## src/hdl/bfb_pkg.sv

```systemverilog
// Shared types and constants for the block frame builder.
package bfb_pkg;

    // command queue depth between front and back end
    localparam int unsigned QDEPTH = 4;
    localparam int unsigned QPTR_W = $clog2(QDEPTH);

    // one classified payload item, as handed from front to back
    typedef struct packed {
        logic [7:0]  data;
        logic [15:0] blk;
        logic [15:0] len;     // saturated block length
        logic        first;
        logic        last;
    } cmd_t;

endpackage

```

## src/hdl/block_frame_builder_crc16.sv

```systemverilog
// Block frame builder: frames payload blocks with a header and CRC-16.
//
// Usage: payload bytes enter on the s_ channel (valid/ready), one item per
// byte, with block_index and payload_length sampled on the first byte of a
// block. Framed packet bytes leave on the m_ channel (valid/ready); the high
// CRC byte carries end_of_frame. total_blocks is written through cfg_wr_en/
// cfg_wr_data, only while the block is idle; the user must ensure this.
// Throughput: one output byte per cycle while an item is queued and the
// receiver is ready. A mid-block payload item emits one byte, a first item
// 14 bytes (13 header bytes plus the byte), a last item 3 bytes (the byte
// plus two CRC bytes); the output byte sequencer sets this. Input items are
// taken every cycle while the 4-entry command queue has room, so header and
// CRC bursts are absorbed there. An accepted item passes through the queue
// and then the output register before its first byte leaves on m_.
// Reset (aresetn low, synchronous) clears the frame state, the queue, the
// output valid flag and total_blocks. When the receiver stalls the output
// register holds its byte, the queue fills and then s_ready drops.
module block_frame_builder_crc16 #(
    parameter int unsigned MAX_BLOCK_BYTES = 1024
) (
    input  logic        aclk,
    input  logic        aresetn,
    input  logic        cfg_wr_en,
    input  logic [15:0] cfg_wr_data,
    input  logic        s_valid,
    output logic        s_ready,
    input  logic [7:0]  s_payload_byte,
    input  logic [15:0] s_block_index,
    input  logic [10:0] s_payload_length,
    input  logic        s_first_of_block,
    input  logic        s_last_of_block,
    output logic        m_valid,
    input  logic        m_ready,
    output logic [7:0]  m_frame_byte,
    output logic        m_end_of_frame
);

    logic [15:0]   total_blocks_reg;
    logic          q_full;
    logic          q_push;
    bfb_pkg::cmd_t q_cmd;
    logic          q_pop;
    logic          head_valid;
    bfb_pkg::cmd_t head_cmd;

    always_ff @(posedge aclk) begin
        if (!aresetn) begin
            total_blocks_reg <= '0;
        end else if (cfg_wr_en) begin
            total_blocks_reg <= cfg_wr_data;
        end
    end

    bfb_front #(
        .MAX_BLOCK_BYTES(MAX_BLOCK_BYTES)
    ) u_front (
        .aclk             (aclk),
        .aresetn          (aresetn),
        .s_valid          (s_valid),
        .s_ready          (s_ready),
        .s_payload_byte   (s_payload_byte),
        .s_block_index    (s_block_index),
        .s_payload_length (s_payload_length),
        .s_first_of_block (s_first_of_block),
        .s_last_of_block  (s_last_of_block),
        .q_full           (q_full),
        .q_push           (q_push),
        .q_cmd            (q_cmd)
    );

    bfb_queue u_queue (
        .aclk       (aclk),
        .aresetn    (aresetn),
        .push       (q_push),
        .push_cmd   (q_cmd),
        .full       (q_full),
        .pop        (q_pop),
        .head_valid (head_valid),
        .head_cmd   (head_cmd)
    );

    bfb_back u_back (
        .aclk           (aclk),
        .aresetn        (aresetn),
        .total_blocks   (total_blocks_reg),
        .head_valid     (head_valid),
        .head_cmd       (head_cmd),
        .pop            (q_pop),
        .m_valid        (m_valid),
        .m_ready        (m_ready),
        .m_frame_byte   (m_frame_byte),
        .m_end_of_frame (m_end_of_frame)
    );

endmodule

```

## src/hdl/bfb_front.sv

```systemverilog
// Front end: accepts input items, tracks frame state, queues commands.
module bfb_front #(
    parameter int unsigned MAX_BLOCK_BYTES = 1024
) (
    input  logic          aclk,
    input  logic          aresetn,
    input  logic          s_valid,
    output logic          s_ready,
    input  logic [7:0]    s_payload_byte,
    input  logic [15:0]   s_block_index,
    input  logic [10:0]   s_payload_length,
    input  logic          s_first_of_block,
    input  logic          s_last_of_block,
    input  logic          q_full,
    output logic          q_push,
    output bfb_pkg::cmd_t q_cmd
);

    localparam logic [15:0] MaxLen = 16'(MAX_BLOCK_BYTES);

    logic        in_frame_reg;
    logic        in_frame_next;
    logic        accept;
    logic [15:0] len_ext;

    assign s_ready = !q_full;
    assign accept  = s_valid && s_ready;
    assign len_ext = {5'b0, s_payload_length};

    always_comb begin
        q_cmd.data  = s_payload_byte;
        q_cmd.blk   = s_block_index;
        q_cmd.len   = (len_ext > MaxLen) ? MaxLen : len_ext;
        q_cmd.first = s_first_of_block;
        q_cmd.last  = s_last_of_block;
    end

    // items outside an open frame are dropped
    assign q_push = accept && (s_first_of_block || in_frame_reg);

    always_comb begin
        in_frame_next = in_frame_reg;
        if (q_push) begin
            in_frame_next = !s_last_of_block;
        end
    end

    always_ff @(posedge aclk) begin
        if (!aresetn) begin
            in_frame_reg <= 1'b0;
        end else begin
            in_frame_reg <= in_frame_next;
        end
    end

endmodule

```

## src/hdl/bfb_queue.sv

```systemverilog
// Short command queue between front and back end.
module bfb_queue (
    input  logic          aclk,
    input  logic          aresetn,
    input  logic          push,
    input  bfb_pkg::cmd_t push_cmd,
    output logic          full,
    input  logic          pop,
    output logic          head_valid,
    output bfb_pkg::cmd_t head_cmd
);

    localparam int unsigned CNT_W = $clog2(bfb_pkg::QDEPTH + 1);

    bfb_pkg::cmd_t                  mem_reg [bfb_pkg::QDEPTH];
    logic [bfb_pkg::QPTR_W-1:0]     wr_ptr_reg;
    logic [bfb_pkg::QPTR_W-1:0]     rd_ptr_reg;
    logic [CNT_W-1:0]               count_reg;
    logic [CNT_W-1:0]               count_next;
    logic                           do_push;
    logic                           do_pop;

    assign full       = (count_reg == CNT_W'(bfb_pkg::QDEPTH));
    assign head_valid = (count_reg != '0);
    assign head_cmd   = mem_reg[rd_ptr_reg];
    assign do_push    = push && !full;
    assign do_pop     = pop && head_valid;

    always_comb begin
        count_next = count_reg;
        if (do_push && !do_pop) begin
            count_next = count_reg + CNT_W'(1);
        end else if (do_pop && !do_push) begin
            count_next = count_reg - CNT_W'(1);
        end
    end

    always_ff @(posedge aclk) begin
        if (do_push) begin
            mem_reg[wr_ptr_reg] <= push_cmd;
        end
    end

    always_ff @(posedge aclk) begin
        if (!aresetn) begin
            wr_ptr_reg <= '0;
            rd_ptr_reg <= '0;
            count_reg  <= '0;
        end else begin
            if (do_push) begin
                wr_ptr_reg <= wr_ptr_reg + bfb_pkg::QPTR_W'(1);
            end
            if (do_pop) begin
                rd_ptr_reg <= rd_ptr_reg + bfb_pkg::QPTR_W'(1);
            end
            count_reg <= count_next;
        end
    end

    a_no_push_full: assert property (@(posedge aclk) disable iff (!aresetn)
        push |-> !full)
        else $error("push into full queue");

    a_no_pop_empty: assert property (@(posedge aclk) disable iff (!aresetn)
        pop |-> head_valid)
        else $error("pop from empty queue");

endmodule

```

## src/hdl/bfb_back.sv

```systemverilog
// Back end: sequences header, payload and CRC bytes into the output register.
module bfb_back (
    input  logic          aclk,
    input  logic          aresetn,
    input  logic [15:0]   total_blocks,
    input  logic          head_valid,
    input  bfb_pkg::cmd_t head_cmd,
    output logic          pop,
    output logic          m_valid,
    input  logic          m_ready,
    output logic [7:0]    m_frame_byte,
    output logic          m_end_of_frame
);

    localparam logic [15:0] CRC_POLY = 16'h1021;

    localparam logic [3:0] POS_SYNC0   = 4'd0;
    localparam logic [3:0] POS_SYNC1   = 4'd1;
    localparam logic [3:0] POS_SYNC2   = 4'd2;
    localparam logic [3:0] POS_MLEN_LO = 4'd3;
    localparam logic [3:0] POS_MLEN_HI = 4'd4;
    localparam logic [3:0] POS_CMD     = 4'd5;
    localparam logic [3:0] POS_TYPE    = 4'd6;
    localparam logic [3:0] POS_TOT_LO  = 4'd7;
    localparam logic [3:0] POS_TOT_HI  = 4'd8;
    localparam logic [3:0] POS_BLK_LO  = 4'd9;
    localparam logic [3:0] POS_BLK_HI  = 4'd10;
    localparam logic [3:0] POS_LEN_LO  = 4'd11;
    localparam logic [3:0] POS_LEN_HI  = 4'd12;
    localparam logic [3:0] POS_PAYLOAD = 4'd13;
    localparam logic [3:0] POS_CRC_LO  = 4'd14;
    localparam logic [3:0] POS_CRC_HI  = 4'd15;

    localparam logic [7:0] SYNC0_BYTE = 8'hf8;
    localparam logic [7:0] SYNC1_BYTE = 8'h55;
    localparam logic [7:0] SYNC2_BYTE = 8'hce;
    localparam logic [7:0] CMD_BYTE   = 8'h82;
    localparam logic [7:0] TYPE_BYTE  = 8'h01;

    // augmented byte-wise CRC step
    function automatic logic [15:0] crc_feed(input logic [15:0] crc, input logic [7:0] din);
        logic [15:0] acc;
        logic [15:0] hi;
        acc = '0;
        hi  = {crc[15:8], 8'h00};
        for (int b = 0; b < 8; b++) begin
            if (hi[15] ^ acc[15]) begin
                acc = {acc[14:0], 1'b0} ^ CRC_POLY;
            end else begin
                acc = {acc[14:0], 1'b0};
            end
            hi = {hi[14:0], 1'b0};
        end
        return acc ^ {crc[7:0], 8'h00} ^ {8'h00, din};
    endfunction

    logic        busy_reg;
    logic [3:0]  idx_reg;
    logic [15:0] crc_reg;
    logic        m_valid_reg;
    logic [7:0]  m_byte_reg;
    logic        m_eof_reg;

    logic [3:0]  pos;
    logic        emit;
    logic        done;
    logic [7:0]  byte_sel;
    logic [15:0] mlen;
    logic [15:0] crc_next;

    assign pos  = busy_reg ? idx_reg : (head_cmd.first ? POS_SYNC0 : POS_PAYLOAD);
    assign emit = head_valid && (!m_valid_reg || m_ready);
    assign mlen = head_cmd.len + 16'd8;
    assign done = (pos == POS_CRC_HI) || ((pos == POS_PAYLOAD) && !head_cmd.last);
    assign pop  = emit && done;

    always_comb begin
        unique case (pos)
            POS_SYNC0:   byte_sel = SYNC0_BYTE;
            POS_SYNC1:   byte_sel = SYNC1_BYTE;
            POS_SYNC2:   byte_sel = SYNC2_BYTE;
            POS_MLEN_LO: byte_sel = mlen[7:0];
            POS_MLEN_HI: byte_sel = mlen[15:8];
            POS_CMD:     byte_sel = CMD_BYTE;
            POS_TYPE:    byte_sel = TYPE_BYTE;
            POS_TOT_LO:  byte_sel = total_blocks[7:0];
            POS_TOT_HI:  byte_sel = total_blocks[15:8];
            POS_BLK_LO:  byte_sel = head_cmd.blk[7:0];
            POS_BLK_HI:  byte_sel = head_cmd.blk[15:8];
            POS_LEN_LO:  byte_sel = head_cmd.len[7:0];
            POS_LEN_HI:  byte_sel = head_cmd.len[15:8];
            POS_PAYLOAD: byte_sel = head_cmd.data;
            POS_CRC_LO:  byte_sel = crc_reg[7:0];
            default:     byte_sel = crc_reg[15:8];
        endcase
    end

    // CRC restarts with the header and covers the command byte through payload
    always_comb begin
        crc_next = crc_reg;
        if (pos == POS_SYNC0) begin
            crc_next = '0;
        end else if (pos >= POS_CMD && pos <= POS_PAYLOAD) begin
            crc_next = crc_feed(crc_reg, byte_sel);
        end
    end

    always_ff @(posedge aclk) begin
        if (emit) begin
            m_byte_reg <= byte_sel;
            m_eof_reg  <= (pos == POS_CRC_HI);
            crc_reg    <= crc_next;
        end
    end

    always_ff @(posedge aclk) begin
        if (!aresetn) begin
            busy_reg    <= 1'b0;
            idx_reg     <= POS_SYNC0;
            m_valid_reg <= 1'b0;
        end else begin
            if (emit) begin
                m_valid_reg <= 1'b1;
                busy_reg    <= !done;
                idx_reg     <= pos + 4'd1;
            end else if (m_ready) begin
                m_valid_reg <= 1'b0;
            end
        end
    end

    assign m_valid        = m_valid_reg;
    assign m_frame_byte   = m_byte_reg;
    assign m_end_of_frame = m_eof_reg;

    a_crc_hi_follows: assert property (@(posedge aclk) disable iff (!aresetn)
        (emit && pos == POS_CRC_LO) |=> (busy_reg && idx_reg == POS_CRC_HI))
        else $error("CRC low byte not followed by high byte");

    a_busy_has_head: assert property (@(posedge aclk) disable iff (!aresetn)
        busy_reg |-> head_valid)
        else $error("sequencer busy without a queued item");

endmodule
```

## config.mk

```make
export PLATFORM = sky130hd
export DESIGN_NAME = block_frame_builder_crc16
export DESIGN_NICKNAME = d
export VERILOG_FILES = /design/src/hdl/bfb_pkg.sv /design/src/hdl/block_frame_builder_crc16.sv /design/src/hdl/bfb_front.sv /design/src/hdl/bfb_queue.sv /design/src/hdl/bfb_back.sv
export SDC_FILE = /design/constraint.sdc
export NUM_CORES = 1
export LEC_CHECK = 0
export BUFFER_PORTS_ARGS = -buffer_cell sky130_fd_sc_hd__buf_2
export CAP_MARGIN = 20
export CORE_MARGIN = 8
export CORE_UTILIZATION = 33
export CTS_BUF_LIST = sky130_fd_sc_hd__clkbuf_8 sky130_fd_sc_hd__clkbuf_16
export CTS_CLUSTER_SIZE = 24
export DETAILED_ROUTE_END_ITERATION = 8
export GPL_ROUTABILITY_DRIVEN = 0
export PLACE_DENSITY = 0.51
export SYNTH_ARGS = -nofsm -noshare
export SYNTH_HDL_FRONTEND = slang
export SYNTH_HIERARCHICAL = 1
export SYNTH_SLANG_ARGS = --single-unit
```

## constraint.sdc

```tcl
create_clock -name aclk -period 5.9 [get_ports aclk]
set_input_delay 0.295 -clock aclk [delete_from_list [all_inputs] [get_ports aclk]]
set_output_delay 0.295 -clock aclk [all_outputs]
set_load 0.1 [all_outputs]
```

Yosys cells after proc, flatten, opt, wreduce, memory -nomap -nowiden. Memories as Yosys holds them, arrays and structs flattened. A register that Yosys moved wholly into a read port is not among the register bits. Index checks and enable logic that the tools add are counted.

Input bits: 58. Memories kept: 1. Bits in read-only memories: 0. Bits in registers: 55. Memory bits (writable): 148. Output and inout port bits: 11. Logic and storage cells: 116. Bits in latches: 0.

$mul: 0. $add $sub $neg: 6. Reductions and logical operators: 26. Equal/unequal tests: 16. Shifts and indexed selects: 0. Div/mod/pow operators: 0. Bitwise operators: 16. Multiplexer cells: 37. Magnitude comparators: 3.

Memories: u_queue.mem_reg (words 4, bits a word 37, rd ports 1, clocked after memory_dff 1, wr ports 1, RTL line bfb_queue.sv:15) `bfb_pkg::cmd_t mem_reg [bfb_pkg::QDEPTH];`.

Operator list (number): two-way mux 16 bit (17); case mux 8 bit (15 select lines) (1); two-way mux 13 bit (8); equality test 4 bit (second input constant) (8); inverter 3 bit (7); adder 16 x 4 -> 16 bit (second input constant) (1); equality test 4 x 3 -> 1 bit (second input constant) (4); XOR 16 bit (1); XOR 16 x 8 -> 16 bit (1); > comparator 11 bit (second input constant) (1); two-way mux 11 bit (1); logical AND 1 bit (10); equality test 4 x 2 -> 1 bit (second input constant) (2); two-way mux 4 bit (2); logical NOT 1 bit (7); XOR 1 bit (7); two-way mux 3 bit (2); nonzero test 2 bit (3); adder 2 x 1 -> 2 bit (second input constant) (2); adder 4 x 1 -> 4 bit (second input constant) (1); equality test 4 x 1 -> 1 bit (second input constant) (1); >= comparator 4 x 3 -> 1 bit (second input constant) (1); <= comparator 4 bit (second input constant) (1); logical NOT 4 bit (1); 8 further kinds (14).

Logic depth before layout (Yosys ltp). Gate-level depths: netlist of the first run.

Depth after elaboration: 37. Depth in mapped cells: 13. Mapped depth without buffers: 11.

Hierarchy. The synthesis of the first run kept the hierarchy.

By module, submodules not included: bfb_queue (area an instance 6590.1 µm², cells an instance 268, times used 1, seq. area each 5225.0 µm²); bfb_back (area an instance 2615.0 µm², cells an instance 303, times used 1, seq. area each 870.8 µm²); block_frame_builder_crc16 (area an instance 615.6 µm², cells an instance 51, times used 1, seq. area each 320.3 µm²); bfb_front (area an instance 367.9 µm², cells an instance 50, times used 1, seq. area each 20.0 µm²).

Worst setup path before layout of the first run. OpenSTA, ideal clock, no wires.

Path kind: reg2reg. Start: register u_queue.count_reg[0]. End: memory u_queue/mem_reg[0][0] (netlist name), enable pin. Period minus slack after synthesis: 3.103 ns. Data required time: 5.496 ns. Path slack: 2.797 ns. Stages on the path, launching flop included: 7. Buffers on the path: 1. Setup time: 0.404 ns. Arrival: 2.700 ns. Cell sequence: dfxtp_1 nor3b_2 inv_1 o211a_1 nor2b_1 buf_2 and2_1.

Cells in the longest elaborated chain, start to end: 7.

Ends and longest elaborated chain: from (decl) (RTL line bfb_queue.sv:18) `logic [CNT_W-1:0] count_reg;`; from (signal assigned) (RTL line bfb_queue.sv:56) `count_reg <= count_next;`; equality test 3 bit (RTL line bfb_queue.sv:23) `assign full = (count_reg == CNT_W'(bfb_pkg::QDEPTH));`; net q_full (RTL line block_frame_builder_crc16.sv:39) `logic q_full;`; logical NOT 1 bit (RTL line bfb_front.sv:26) `assign s_ready = !q_full;`; net s_ready (RTL line block_frame_builder_crc16.sv:26) `output logic s_ready,`; logical AND 1 bit (RTL line bfb_front.sv:27) `assign accept = s_valid && s_ready;`; logical AND 1 bit (RTL line bfb_front.sv:39) `assign q_push = accept && (s_first_of_block || in_frame_reg);`; net q_push (RTL line block_frame_builder_crc16.sv:40) `logic q_push;`; logical AND 1 bit (RTL line bfb_queue.sv:26) `assign do_push = push && !full;`; net u_queue.do_push (RTL line bfb_queue.sv:20) `logic do_push;`; two-way mux 1 bit (RTL line bfb_queue.sv:39) `if (do_push) begin`; two-way mux 1 bit (not written as such) (RTL line bfb_queue.sv:40) `mem_reg[wr_ptr_reg] <= push_cmd;`; to (decl) (RTL line bfb_queue.sv:15).

The timed path passes the listed nets, and every way through them passes these cells.

==> qor_table.md, run 1 <==
| Metric | Value |
|---|---|
| Total detailed-routing wirelength | 23300 µm |
| Worst Max-Slew Pin Slew | 0.976 ns |
| Initial core utilization | 33.4% |
| Average detailed-routed wire length per instance | 20.3 µm |
| Width of the die | 192 µm |
| Highest clock frequency the design can meet | 285 MHz |
| Die footprint | 36800 µm² |
| Final non-filler cell total | 1145 |
| Mux share of post-synthesis cell area | 12.0% |
| Num ports | 69 |
| Layout filler cell count | 2863 |
| Layout Area Growth over Synthesis | 13.3% |
| Endpoint required time on the critical path | 6.17 ns |
| Number of buffers and inverters on the critical path | 1 |
| Number of distinct library cells after synthesis | 69 |
| Initial antenna violation count | 0 |
| Final setup violation count | 0 |
| Synthesized-area fraction occupied by and/or/nand/nor cells | 9.91% |
| Final HPWL from detailed placement | 15700 µm |
| Outcome | finished clean |
| Syn_area_per_cell | 15.2 µm² |
| Placed Instance Area | 10600 µm² |
| Number of enable flip-flop cells after synthesis | 193 |
| Placed Cells | 1084 |
| Wire length of the first global-routing pass | 35300 µm |
| Vias post-DR | 5794 |
| Dominant cell type by area after synthesis | sky130_fd_sc_hd__edfxtp_1 |
| Most used flip-flop cell after synthesis | sky130_fd_sc_hd__edfxtp_1 |
| Combinational family with the most area after synthesis | multiplexers |
| Number of search-and-repair iterations in the first detailed-routing pass | 5 |
| Unrepaired setup endpoints after global routing | no |
| Count of standard-cell rows | 64 |
| Cell family contributing the most delay on the critical path | compound AO/OA/AOI/OAI gates |
| Buffer cell driving the clock tree root | sky130_fd_sc_hd__clkbuf_16 |
| Setup TNS | 0 ns |
| Part of the Yosys area used for sequential elements | 63.2% |
| Synth Area in Compound Gates | 5.81% |
| Global Route Usage Sum | 12.5% |
| Total core area | 30500 µm² |
| Highest-delay cell along the critical path | sky130_fd_sc_hd__dfxtp_2 |
| Port buffer count | 68 |
| Largest register FFs | 168 |
| Post CTS Setup Buffer Count | 0 |
| Final critical-path share of the clock period | 59.4% |
| Endpoint kind of the worst setup timing path | flip-flop |
| LEAKAGE | 3.94 nW |
| Final hold violation count | 0 |
| Synth Area in Adders | 0.933% |
| Xor-xnor portion of the synthesized cell area | 2.66% |
| Dominant cell by count in the synthesized netlist | sky130_fd_sc_hd__edfxtp_1 |
| Cell-by-cell trace of the critical path | buf_4 -> mux4_2 -> a222oi_1 -> nand3_1 -> o32a_2 -> xnor2_1 -> nor2_1 |
| Fraction of final layout cells sized beyond drive strength 1 | 23.6% |
| Count of max-cap constraint violations | 0 |
| Worst IR Drop VDD | 0.159 mV |
| Source-to-sink clock delay at the later pin of the worst-skew pair | 0.51 ns |
| Total standard cell area after synthesis | 10200 µm² |
| Remaining antenna violation count | 0 |
| Maximum number of pins on one net before global-route repair | 43 |
| Hold Path Cell Cnt | 1 |
| Die Y | 192 µm |
| Share of Yosys cell area claimed by the top area cell type | 56.9% |
| TritonCTS clock tree | done |
| Peak per-stage delay on the critical path | 0.74 ns |
| NumNets Final | 797 |
| Via count normalized by instance count | 5.06 |
| Cells taking the most area after synthesis | sky130_fd_sc_hd__edfxtp_1 (57%), sky130_fd_sc_hd__mux4_2 (9.3%), sky130_fd_sc_hd__dfxtp_1 (6.3%), sky130_fd_sc_hd__mux2i_1 (2.7%), sky130_fd_sc_hd__buf_4 (2.6%) |
| Synth Instances | 672 |
| WS Path Type | reg -> reg |
| Register-to-Register Path Depth | 7 |
| Reg clk slew, reported paths | 0.06 ns |
| Yosys warning count | 6 |
| Post-synthesis register bit count | 225 |
| Worst hold slack across all endpoints | 0.0199 ns |
| Clock skew after layout | 0.00946 ns |
| Number of buffers added by the clock tree synthesis step | 25 |
| Via count of the first global-routing pass | 5875 |
| Clock period minus final worst setup slack | 3.50 ns |
| Commonest cells post-synth | sky130_fd_sc_hd__edfxtp_1 (193), sky130_fd_sc_hd__mux4_2 (42), sky130_fd_sc_hd__nor2_1 (38) |
| Tightest Hold Check Type | in -> reg |
| Clk buf depth | 3 |
| Final max-slew violation count | 0 |
| Pwr Density | 457 nW/µm² |
| Startpoint class of the critical path | flip-flop |
| Grt ovf | 0 |
| Arr. time, crit path | 3.77 ns |
| Number of sinks driven by the clock tree | 225 |
| Number of antenna cells inserted | 0 |
| Worst rel slew slack | 34.8% |
| Drt first-iter violations | 543 |
| Design Area, Final | 11500 µm² |
| Share of synthesized registers carrying an async set or reset | 0% |
| Number of design rule violations left after detail routing | 0 |
| Logic depth of the worst setup path including buffers | 7 |
| Maximum fanout along the worst path | 19 |
| Depth of the CTS H-tree | 1 |
## cell type report
cell class	instances	area (µm²)	area share (%)
clock buffer	25	626	5.42
clock inverter	19	129	1.12
sequential	225	6440	55.8
timing repair buffer	96	593	5.14
inverter	10	37.5	0.325
multi-input combinational	374	3220	27.9
tap	396	495	4.29
## per-layer routing
| layer | part of all wire [%] | wire length (µm) | vias up | track usage, % |
|---|---|---|---|---|
| li1 | - | - | 2668 | - |
| met1 | 43 | 9950 | 2888 | 16.0 |
| met2 | 49 | 11400 | 199 | 21.2 |
| met3 | 5.7 | 1330 | 39 | 2.34 |
| met4 | 2.6 | 614 | 0 | 4.06 |
| met5 | 0 | 0 | - | 0 |
## what timing repair did
action	4_1_cts	5_1_grt
hold buffers	17	0
gates resized for setup	0	0
endpoints found under the hold margin	66	0
## cells in the final DEF (no fill, tap or decap), types with 9 or more instances in the layout
master                          netlist  layout
sky130_fd_sc_hd__clkbuf_16            0      25
sky130_fd_sc_hd__inv_1               10      17
sky130_fd_sc_hd__and3_1               9       9
sky130_fd_sc_hd__nand3_1              9       9
sky130_fd_sc_hd__buf_4               35      11
sky130_fd_sc_hd__xor2_1              10      10
sky130_fd_sc_hd__dfxtp_1             32      30
sky130_fd_sc_hd__xnor2_1             21      21
sky130_fd_sc_hd__mux4_2              42      42
sky130_fd_sc_hd__dlygate4sd3_1        0      17
sky130_fd_sc_hd__edfxtp_1           193     193
sky130_fd_sc_hd__nor2b_1             32      32
sky130_fd_sc_hd__a21oi_1             15      14
sky130_fd_sc_hd__buf_2               11      68
sky130_fd_sc_hd__nand2b_1             9       9
sky130_fd_sc_hd__nand2_1             22      22
sky130_fd_sc_hd__nor2_1              38      38
sky130_fd_sc_hd__mux2i_1             27      27
sky130_fd_sc_hd__o21ai_0             15      15
## cell families after synthesis
group                      Yosys count
AOI/OAI and AO/OA                   83
xor gates and xnor gates            31
adders and majority gates            7
buffers and inverters               77
DFF                                225
muxes                               70
other                                1
and+or+nand+nor                    178
## final timing paths
| kind | from | to | slack [ns] |
|---|---|---|---|
| max | flip-flop | u_back/crc_reg[7]$_SDFFCE_PP0P_ | 2.40 |
| min | s_block_index[0] | u_queue/mem_reg[0][18]$_DFFE_PP_ | 0.02 |
| max reg2reg | flip-flop | u_back/crc_reg[7]$_SDFFCE_PP0P_ | 2.40 |
| min reg2reg | u_queue/wr_ptr_reg[0]$_SDFFE_PN0P_ | u_queue/wr_ptr_reg[0]$_SDFFE_PN0P_ | 0.51 |
## worst register-to-register path, stage by stage, from the launching register on
cell and delay, ns:
sky130_fd_sc_hd__dfxtp_2 0.74, sky130_fd_sc_hd__buf_4 0.49, sky130_fd_sc_hd__mux4_2 0.63, sky130_fd_sc_hd__a222oi_1 0.62, sky130_fd_sc_hd__nand3_1 0.14, sky130_fd_sc_hd__o32a_2 0.42
sky130_fd_sc_hd__xnor2_1 0.16, sky130_fd_sc_hd__nor2_1 0.05
## per-stage QoR
step,setup WS [ns],utilization [%],power (W)
after floorplan,2.80,-,0.00351
after global placement,2.36,34.8,0.00384
after detailed placement,2.38,34.8,0.00388
after CTS,2.36,37.8,0.00533
after global routing,2.12,37.8,0.00554
final,2.40,37.8,0.00528
## report_power, final
| group | switching (W) | total (W) | internal [W] |
|---|---|---|---|
| Sequential | 0.000192 | 0.00226 | 0.00207 |
| Clock | 0.000580 | 0.00143 | 0.000848 |
| Combinational | 0.00104 | 0.00159 | 0.000546 |
Power figures use the tool's default switching activity.
==> inputs of run 2 (changes only) <==
--- a/config.mk
+++ b/config.mk
@@ -5,6 +5,7 @@
 export SDC_FILE = /design/constraint.sdc
 export NUM_CORES = 1
 export LEC_CHECK = 0
+export ABC_AREA = 1
 export BUFFER_PORTS_ARGS = -buffer_cell sky130_fd_sc_hd__buf_2
 export CAP_MARGIN = 20
 export CORE_MARGIN = 8
@@ -13,7 +14,7 @@
 export CTS_CLUSTER_SIZE = 24
 export DETAILED_ROUTE_END_ITERATION = 8
 export GPL_ROUTABILITY_DRIVEN = 0
-export PLACE_DENSITY = 0.51
+export PLACE_DENSITY = 0.52
 export SYNTH_ARGS = -nofsm -noshare
 export SYNTH_HDL_FRONTEND = slang
 export SYNTH_HIERARCHICAL = 1
==> constraint.sdc (replaced) <==
create_clock -name aclk -period 3 [get_ports aclk]
set_input_delay 0.15 -clock aclk [delete_from_list [all_inputs] [get_ports aclk]]
set_output_delay 0.15 -clock aclk [all_outputs]
set_load 0.1 [all_outputs]
==> qor_table.md, run 2 <==
| Metric | Value | Delta |
|---|---|---|
| Outcome | finished clean |  |
| Setup TNS | 0 ns | unchanged |
| Tightest Hold Check Type | in -> reg |  |
| Via count normalized by instance count | 4.62 | -8.6% |
| Commonest cells after routing, fill and taps aside | sky130_fd_sc_hd__nand2_1 (221), sky130_fd_sc_hd__nor2_1 (219), sky130_fd_sc_hd__edfxtp_1 (193), sky130_fd_sc_hd__inv_1 (79), sky130_fd_sc_hd__o21ai_0 (70) |  |
| Worst Max-Slew Pin Slew | 0.557 ns | -0.419 ns |
| Num ports | 69 | unchanged |
| Worst hold slack across all endpoints | 0.0240 ns | +0.00409 ns |
| Syn_area_per_cell | 9.78 µm² | -35% |
| Total detailed-routing wirelength | 26900 µm | +15% |
| Share of Yosys cell area claimed by the top area cell type | 54.1% | -2.8 points |
| Number of antenna cells inserted | 0 | unchanged |
| Arr. time, crit path | 2.96 ns | -0.81 ns |
| Layout filler cell count | 3170 | +11% |
| Wire length of the first global-routing pass | 41600 µm | +18% |
| Buffer cell driving the clock tree root | sky130_fd_sc_hd__clkbuf_16 |  |
| Average detailed-routed wire length per instance | 16.1 µm | -21% |
| Vias post-DR | 7700 | +33% |
| Source-to-sink clock delay at the later pin of the worst-skew pair | 0.52 ns | about the same |
| Initial core utilization | 33.2% | -0.19 points |
| Reg clk slew, reported paths | 0.06 ns | about the same |
| Total core area | 32300 µm² | +5.8% |
| Met2 track utilization from global routing | 21.8% | +0.63 points |
| Dominant cell by count in the synthesized netlist | sky130_fd_sc_hd__nor2_1 |  |
| Number of sinks driven by the clock tree | 225 | unchanged |
| Final max-slew violation count | 0 | unchanged |
| Global Route Usage Sum | 13.7% | +1.2 points |
| Commonest cells post-synth | sky130_fd_sc_hd__nor2_1 (223), sky130_fd_sc_hd__nand2_1 (221), sky130_fd_sc_hd__edfxtp_1 (193) |  |
| Width of the die | 196 µm | +2.4% |
| Remaining antenna violation count | 0 | unchanged |
| Fraction of final layout cells sized beyond drive strength 1 | 15.9% | -7.8 points |
| Post-layout total power | 0.0104 W | +98% |
| Final setup violation count | 0 | unchanged |
| Final HPWL from detailed placement | 18500 µm | +18% |
| Largest register FFs | 168 | unchanged |
| Number of distinct library cells after synthesis | 44 | -36% |
| Via count of the first global-routing pass | 7481 | +27% |
| Endpoint required time on the critical path | 3.28 ns | -2.89 ns |
| Highest clock frequency the design can meet | 373 MHz | +31% |
| Most common cell after layout, fill and taps aside | sky130_fd_sc_hd__nand2_1 |  |
| Post-synthesis register bit count | 225 | unchanged |
| Startpoint class of the critical path | flip-flop |  |
| Maximum fanout along the worst path | 44 | +25 |
| Die Y | 196 µm | +2.4% |
| Cells taking the most area after synthesis | sky130_fd_sc_hd__edfxtp_1 (54%), sky130_fd_sc_hd__nor2_1 (7.8%), sky130_fd_sc_hd__nand2_1 (7.7%), sky130_fd_sc_hd__dfxtp_1 (6.0%), sky130_fd_sc_hd__o21ai_0 (3.3%) |  |
| Number of design rule violations left after detail routing | 0 | unchanged |
| Dpl ws | 0.349 ns | -2.03 ns |
| Die footprint | 38500 µm² | +4.8% |
| Initial antenna violation count | 0 | unchanged |
| Clock period minus final worst setup slack | 2.68 ns | -0.822 ns |
| Number of buffers and inverters on the critical path | 1 | unchanged |
| Routing layer with the top usage in global route | met2 |  |
| WS Path Type | reg -> reg |  |
| Layout Area Growth over Synthesis | 19.2% |  |
| Number of search-and-repair iterations in the first detailed-routing pass | 7 | +2 |
| Post CTS Setup Buffer Count | 0 | unchanged |
| Final core occ | 39.6% | +1.8 points |
| NumNets Final | 1270 | +59% |
| Met3 usage | 2.62% | +0.28 points |
| Number of buffers added by the clock tree synthesis step | 26 | +4.0% |
| Dominant cell type by area after synthesis | sky130_fd_sc_hd__edfxtp_1 |  |
| Count of standard-cell rows | 66 | +3.1% |
| Final critical-path share of the clock period | 89.4% | +30 points |
| Total standard cell area after synthesis | 10700 µm² | +5.2% |
| Met1 routing resource usage after global routing | 18.2% | +2.1 points |
| Worst IR Drop VDD | 0.548 mV | +250% |
| Clock skew after layout | 0.00898 ns | -0.000477 ns |
| Peak per-stage delay on the critical path | 0.39 ns | -0.35 ns |
| Number of enable flip-flop cells after synthesis | 193 | unchanged |
| Share of synthesized registers carrying an async set or reset | 0% | unchanged |
| Drt first-iter violations | 564 | +3.9% |
| Cell-by-cell trace of the critical path | buf_4 -> o21ai_0 -> o22ai_1 -> nand2_1 -> nor2_1 -> nand2_1 -> nor2_1 -> nand2_1 -> nand3_1 -> nand2_1 -> nor2_2 -> nand3_2 -> nand2_1 -> nor2_1 |  |
| Unrepaired setup endpoints after global routing | no |  |
| TritonCTS clock tree | done |  |
| Depth of the CTS H-tree | 1 | unchanged |
| Endpoint kind of the worst setup timing path | flip-flop |  |
| Highest-delay cell along the critical path | sky130_fd_sc_hd__buf_4 |  |
| Part of the Yosys area used for sequential elements | 60.0% | -3.1 points |
| Worst rel slew slack | 62.7% | +28 points |
| Synth Instances | 1096 | +63% |
| Pwr Density | 815 nW/µm² | +78% |
| Count of max-cap constraint violations | 0 | unchanged |
| Yosys warning count | 6 | unchanged |
| LEAKAGE | 5.18 nW | +31% |
| Clk buf depth | 3 | unchanged |
| Final worst-path setup slack | 0.319 ns | -2.08 ns |
| Cell family contributing the most delay on the critical path | simple AND/OR/NAND/NOR gates |  |
| Most used flip-flop cell after synthesis | sky130_fd_sc_hd__edfxtp_1 |  |
| Grt ovf | 0 | unchanged |
| Cell mode on critical path | sky130_fd_sc_hd__nand2_1 |  |
| Final hold violation count | 0 | unchanged |
| Port buffer count | 68 | unchanged |
| Maximum number of pins on one net before global-route repair | 45 | +4.7% |
[run 2: cell types whose count changed in the layout (fill, tap and decap cells not counted), sizes merged, moves of 32 or more]
cell	previous run	this run
nor2b	32	0
mux4	42	0
o21ai	17	93
nor2	39	241
nand3	11	57
nand2	22	232
inv	17	88
o22ai	5	42
[run 2: stage by stage]
stage	area [µm²]	instances
3_5_place_dp	11500	1572
3_3_place_gp	11500	1572
4_1_cts	12800	1665
6_report	12800	1665
2_1_floorplan	10700	1100
5_1_grt	12800	1665
[run 2: timing repair]
action / 4_1_cts / 5_1_grt
hold buffers: 47 / 0
hold endpoints to repair: 131 / 0
endpoints found under the setup margin: 0 / 1
gates resized for setup: 0 / 1
[run 2: layout make-up]
cell class	instances	area [µm²]	share of cell area [%]
repair buffers	142	1110	8.71
clock inverters	19	141	1.11
multi-input cells	728	3550	27.8
well taps	442	553	4.33
flip-flops and latches	225	6440	50.4
clock buffers	27	676	5.28
inverters	82	313	2.45
[run 2: worst paths after layout]
kind | depth (start not counted) | start | end | slack (ns)
hold / removal | 3 | s_payload_length[1] | u_queue/mem_reg[1][3]$_DFFE_PP_ | 0.02
hold reg to reg | 2 | total_blocks_reg[6]$_SDFFE_PN0P_ | total_blocks_reg[6]$_SDFFE_PN0P_ | 0.47
setup reg to reg | 14 | flip-flop | u_back/crc_reg[6]$_SDFFCE_PP0P_ | 0.32
setup / recovery | 14 | flip-flop | u_back/crc_reg[6]$_SDFFCE_PP0P_ | 0.32
[run 2: kinds of logic (layout without fill, tap and decap cells)]
family          count (synthesis)  in the layout  synth area share, %
other cells                     1              5               0.0350
simple gates                  548            548                 22.5
xor+xnor                       17             17                 1.39
flops                         225            225                 60.0
buf+inv                       147            270                 7.33
fa+ha+maj                       7              7                0.887
compound gates                151            151                 7.78
[run 2: worst min-delay path, cell delays in order]
cell	delay, ns
sky130_fd_sc_hd__buf_2	0.11
sky130_fd_sc_hd__inv_1	0.05
sky130_fd_sc_hd__nor2_1	0.07
[run 2: layer usage]
| metal | routed length, µm | vias up |
|---|---|---|
| met4 | 952 | 0 |
| met1 | 12400 | 3601 |
| li1 | - | 3870 |
| met2 | 12200 | 178 |
| met5 | 0 | - |
| met3 | 1300 | 51 |
[run 2: power breakdown]
part | leakage (nW) | switching, W | internal [W]
Clock | 0.420 | 0.00120 | 0.00179
Sequential | 2.04 | 0.000261 | 0.00397
Combinational | 2.72 | 0.00223 | 0.000965
==> inputs of run 3 (changes only) <==
--- a/config.mk
+++ b/config.mk
@@ -5,7 +5,6 @@
 export SDC_FILE = /design/constraint.sdc
 export NUM_CORES = 1
 export LEC_CHECK = 0
-export ABC_AREA = 1
 export BUFFER_PORTS_ARGS = -buffer_cell sky130_fd_sc_hd__buf_2
 export CAP_MARGIN = 20
 export CORE_MARGIN = 8
==> qor_table.md, run 3 (synthesis gave the netlist of run 1 again) <==
| Metric | Value | Delta |
|---|---|---|
| Outcome | finished clean |  |
| Largest register FFs | 168 | unchanged |
| Final max-slew violation count | 0 | unchanged |
| Clock skew after layout | 0.0162 ns | +0.00726 ns |
| Clock period minus final worst setup slack | 2.88 ns | +0.196 ns |
| Die Y | 192 µm | -2.3% |
| Depth of the CTS H-tree | 1 | unchanged |
| Commonest cells after routing, fill and taps aside | sky130_fd_sc_hd__edfxtp_1 (193), sky130_fd_sc_hd__buf_2 (68), sky130_fd_sc_hd__dlygate4sd3_1 (44), sky130_fd_sc_hd__mux4_2 (42), sky130_fd_sc_hd__nor2_1 (38) |  |
| TritonCTS clock tree | done |  |
| Maximum number of pins on one net before global-route repair | 43 | -4.4% |
| Port buffer count | 68 | unchanged |
| Average detailed-routed wire length per instance | 20.3 µm | +26% |
| Reg clk slew, reported paths | 0.06 ns | about the same |
| Total detailed-routing wirelength | 24200 µm | -9.9% |
| Via count normalized by instance count | 5.06 | +9.3% |
| Count of max-cap constraint violations | 0 | unchanged |
| Buffer cell driving the clock tree root | sky130_fd_sc_hd__clkbuf_16 |  |
| Most common cell after layout, fill and taps aside | sky130_fd_sc_hd__edfxtp_1 |  |
| Startpoint class of the critical path | flip-flop |  |
| Final setup violation count | 0 | unchanged |
| WS Path Type | reg -> reg |  |
| Final non-filler cell total | 1194 | -28% |
| Highest-delay cell along the critical path | sky130_fd_sc_hd__mux4_2 |  |
| Grt ovf | 0 | unchanged |
| Maximum fanout along the worst path | 8 | -82% |
| Post CTS Setup Buffer Count | 0 | unchanged |
| Count of standard-cell rows | 64 | -3.0% |
| Via count of the first global-routing pass | 6306 | -16% |
| Final hold violation count | 0 | unchanged |
| Remaining antenna violation count | 0 | unchanged |
| Cell family contributing the most delay on the critical path | multiplexers |  |
| Fraction of final layout cells sized beyond drive strength 1 | 25.6% | +9.7 points |
| Unrepaired setup endpoints after global routing | no |  |
| Arr. time, crit path | 3.14 ns | +0.18 ns |
| Final critical-path share of the clock period | 95.9% | +6.5 points |
| Number of sinks driven by the clock tree | 225 | unchanged |
| Clk buf depth | 3 | unchanged |
| LEAKAGE | 4.15 nW | -20% |
| Vias post-DR | 6038 | -22% |
| Global Route Usage Sum | 13.0% | -0.66 points |
| Layout Area Growth over Synthesis | 17.8% |  |
| Endpoint required time on the critical path | 3.26 ns | -0.02 ns |
| Highest clock frequency the design can meet | 348 MHz | -6.8% |
| Drt first-iter violations | 462 | -18% |
| Number of buffers and inverters on the critical path | 0 | -1 |
| Endpoint kind of the worst setup timing path | flip-flop |  |
| Worst hold slack across all endpoints | 0.0422 ns | +0.0182 ns |
| Number of antenna cells inserted | 0 | unchanged |
| Number of search-and-repair iterations in the first detailed-routing pass | 5 | -2 |
| Source-to-sink clock delay at the later pin of the worst-skew pair | 0.51 ns | about the same |
| Placed Cells | 1109 | -29% |
| NumNets Final | 847 | -33% |
| Final HPWL from detailed placement | 16700 µm | -9.8% |
| Number of design rule violations left after detail routing | 0 | unchanged |
| Number of buffers added by the clock tree synthesis step | 23 | -12% |
| Worst Max-Slew Pin Slew | 0.658 ns | +0.101 ns |
| Cell-by-cell trace of the critical path | mux4_2 -> ha_1 -> mux2i_1 -> nor3_1 -> a221oi_1 -> nand3_1 -> a211oi_2 -> nor4_1 -> a21o_1 |  |
| Width of the die | 192 µm | -2.3% |
| Die footprint | 36800 µm² | -4.6% |
| Initial antenna violation count | 0 | unchanged |
| Worst IR Drop VDD | 0.375 mV | -32% |
| Pwr Density | 858 nW/µm² | +5.3% |
| Num ports | 69 | unchanged |
| Total core area | 30500 µm² | -5.5% |
| Peak per-stage delay on the critical path | 0.58 ns | +0.19 ns |
| Tightest Hold Check Type | in -> reg |  |
| Wire length of the first global-routing pass | 37200 µm | -11% |
| Worst rel slew slack | 56.1% | -6.6 points |
| Initial core utilization | 33.4% | +0.19 points |
==> run 3: cell types whose count changed in the layout (fill, tap and decap cells not counted), moves of 37 or more <==
cell | previous run | this run
sky130_fd_sc_hd__mux4_2 | 0 | 42
sky130_fd_sc_hd__inv_1 | 79 | 18
sky130_fd_sc_hd__nand3_1 | 46 | 8
sky130_fd_sc_hd__o21ai_0 | 70 | 15
sky130_fd_sc_hd__nor2_1 | 219 | 38
sky130_fd_sc_hd__nand2_1 | 221 | 22
sky130_fd_sc_hd__o22ai_1 | 41 | 4
==> run 3: per-layer routing <==
layer  vias to the layer above  global-route usage [%]  part of all wire, %
met5                         -                       0                    0
met4                         0                    5.36                  3.9
met3                        55                    2.43                  5.7
met2                       201                    21.5                   48
met1                      3025                    16.7                   42
li1                       2757                       -                    -
==> run 3: final cells by class <==
cell class / instances / area, µm²
multi-input combinational: 374 / 3240
clock buffer: 23 / 576
sequential: 225 / 6440
tap: 396 / 495
timing repair buffer: 148 / 1130
fill: 2841 / 18500
inverter: 10 / 37.5
clock inverter: 18 / 82.6
==> run 3: power breakdown <==
group,switching [W],internal (W)
Combinational,0.00216,0.00124
Sequential,0.000334,0.00405
Clock,0.00113,0.00139
Total,0.00362,0.00668
==> run 3: stage by stage <==
stage	TNS, ns	power, W	util, %	setup slack (ns)	area (µm²)
floorplan	0	0.00690	-	0.0849	10200
global placement	0	0.00771	35.7	0.0355	10900
detailed placement	-0.0806	0.00778	35.7	-0.0536	10900
CTS	0	0.0104	39.3	0.0285	12000
global route	0	0.0108	39.3	0.00279	12000
finish	0	0.0103	39.3	0.123	12000
==> run 3: final timing paths <==
check        cells after the start  slack, ns                                  to                                from
max                              9       0.12     u_back/crc_reg[4]$_SDFFCE_PP0P_                           flip-flop
max reg2reg                      9       0.12     u_back/crc_reg[4]$_SDFFCE_PP0P_                           flip-flop
min reg2reg                      2       0.51  u_queue/wr_ptr_reg[1]$_SDFFE_PN0P_  u_queue/wr_ptr_reg[1]$_SDFFE_PN0P_
min                              1       0.04    u_queue/mem_reg[1][12]$_DFFE_PP_                s_payload_length[10]
==> run 3: worst register-to-register path, stage by stage, from the launching register on <==
cell                       delay [ns]
sky130_fd_sc_hd__dfxtp_4         0.45
sky130_fd_sc_hd__mux4_2          0.58
sky130_fd_sc_hd__ha_1            0.29
sky130_fd_sc_hd__mux2i_1         0.23
sky130_fd_sc_hd__nor3_1          0.09
sky130_fd_sc_hd__a221oi_1        0.25
sky130_fd_sc_hd__nand3_1         0.12
sky130_fd_sc_hd__a211oi_2        0.35
sky130_fd_sc_hd__nor4_1          0.11
sky130_fd_sc_hd__a21o_1          0.16
==> run 3: timing repair <==
| action | in CTS | in global routing |
|---|---|---|
| endpoints found under the hold margin | 122 | 0 |
| pin swaps | 0 | 2 |
| gates resized for setup | 1 | 4 |
| setup endpoints to repair | 2 | 10 |
| hold buffers | 44 | 0 |
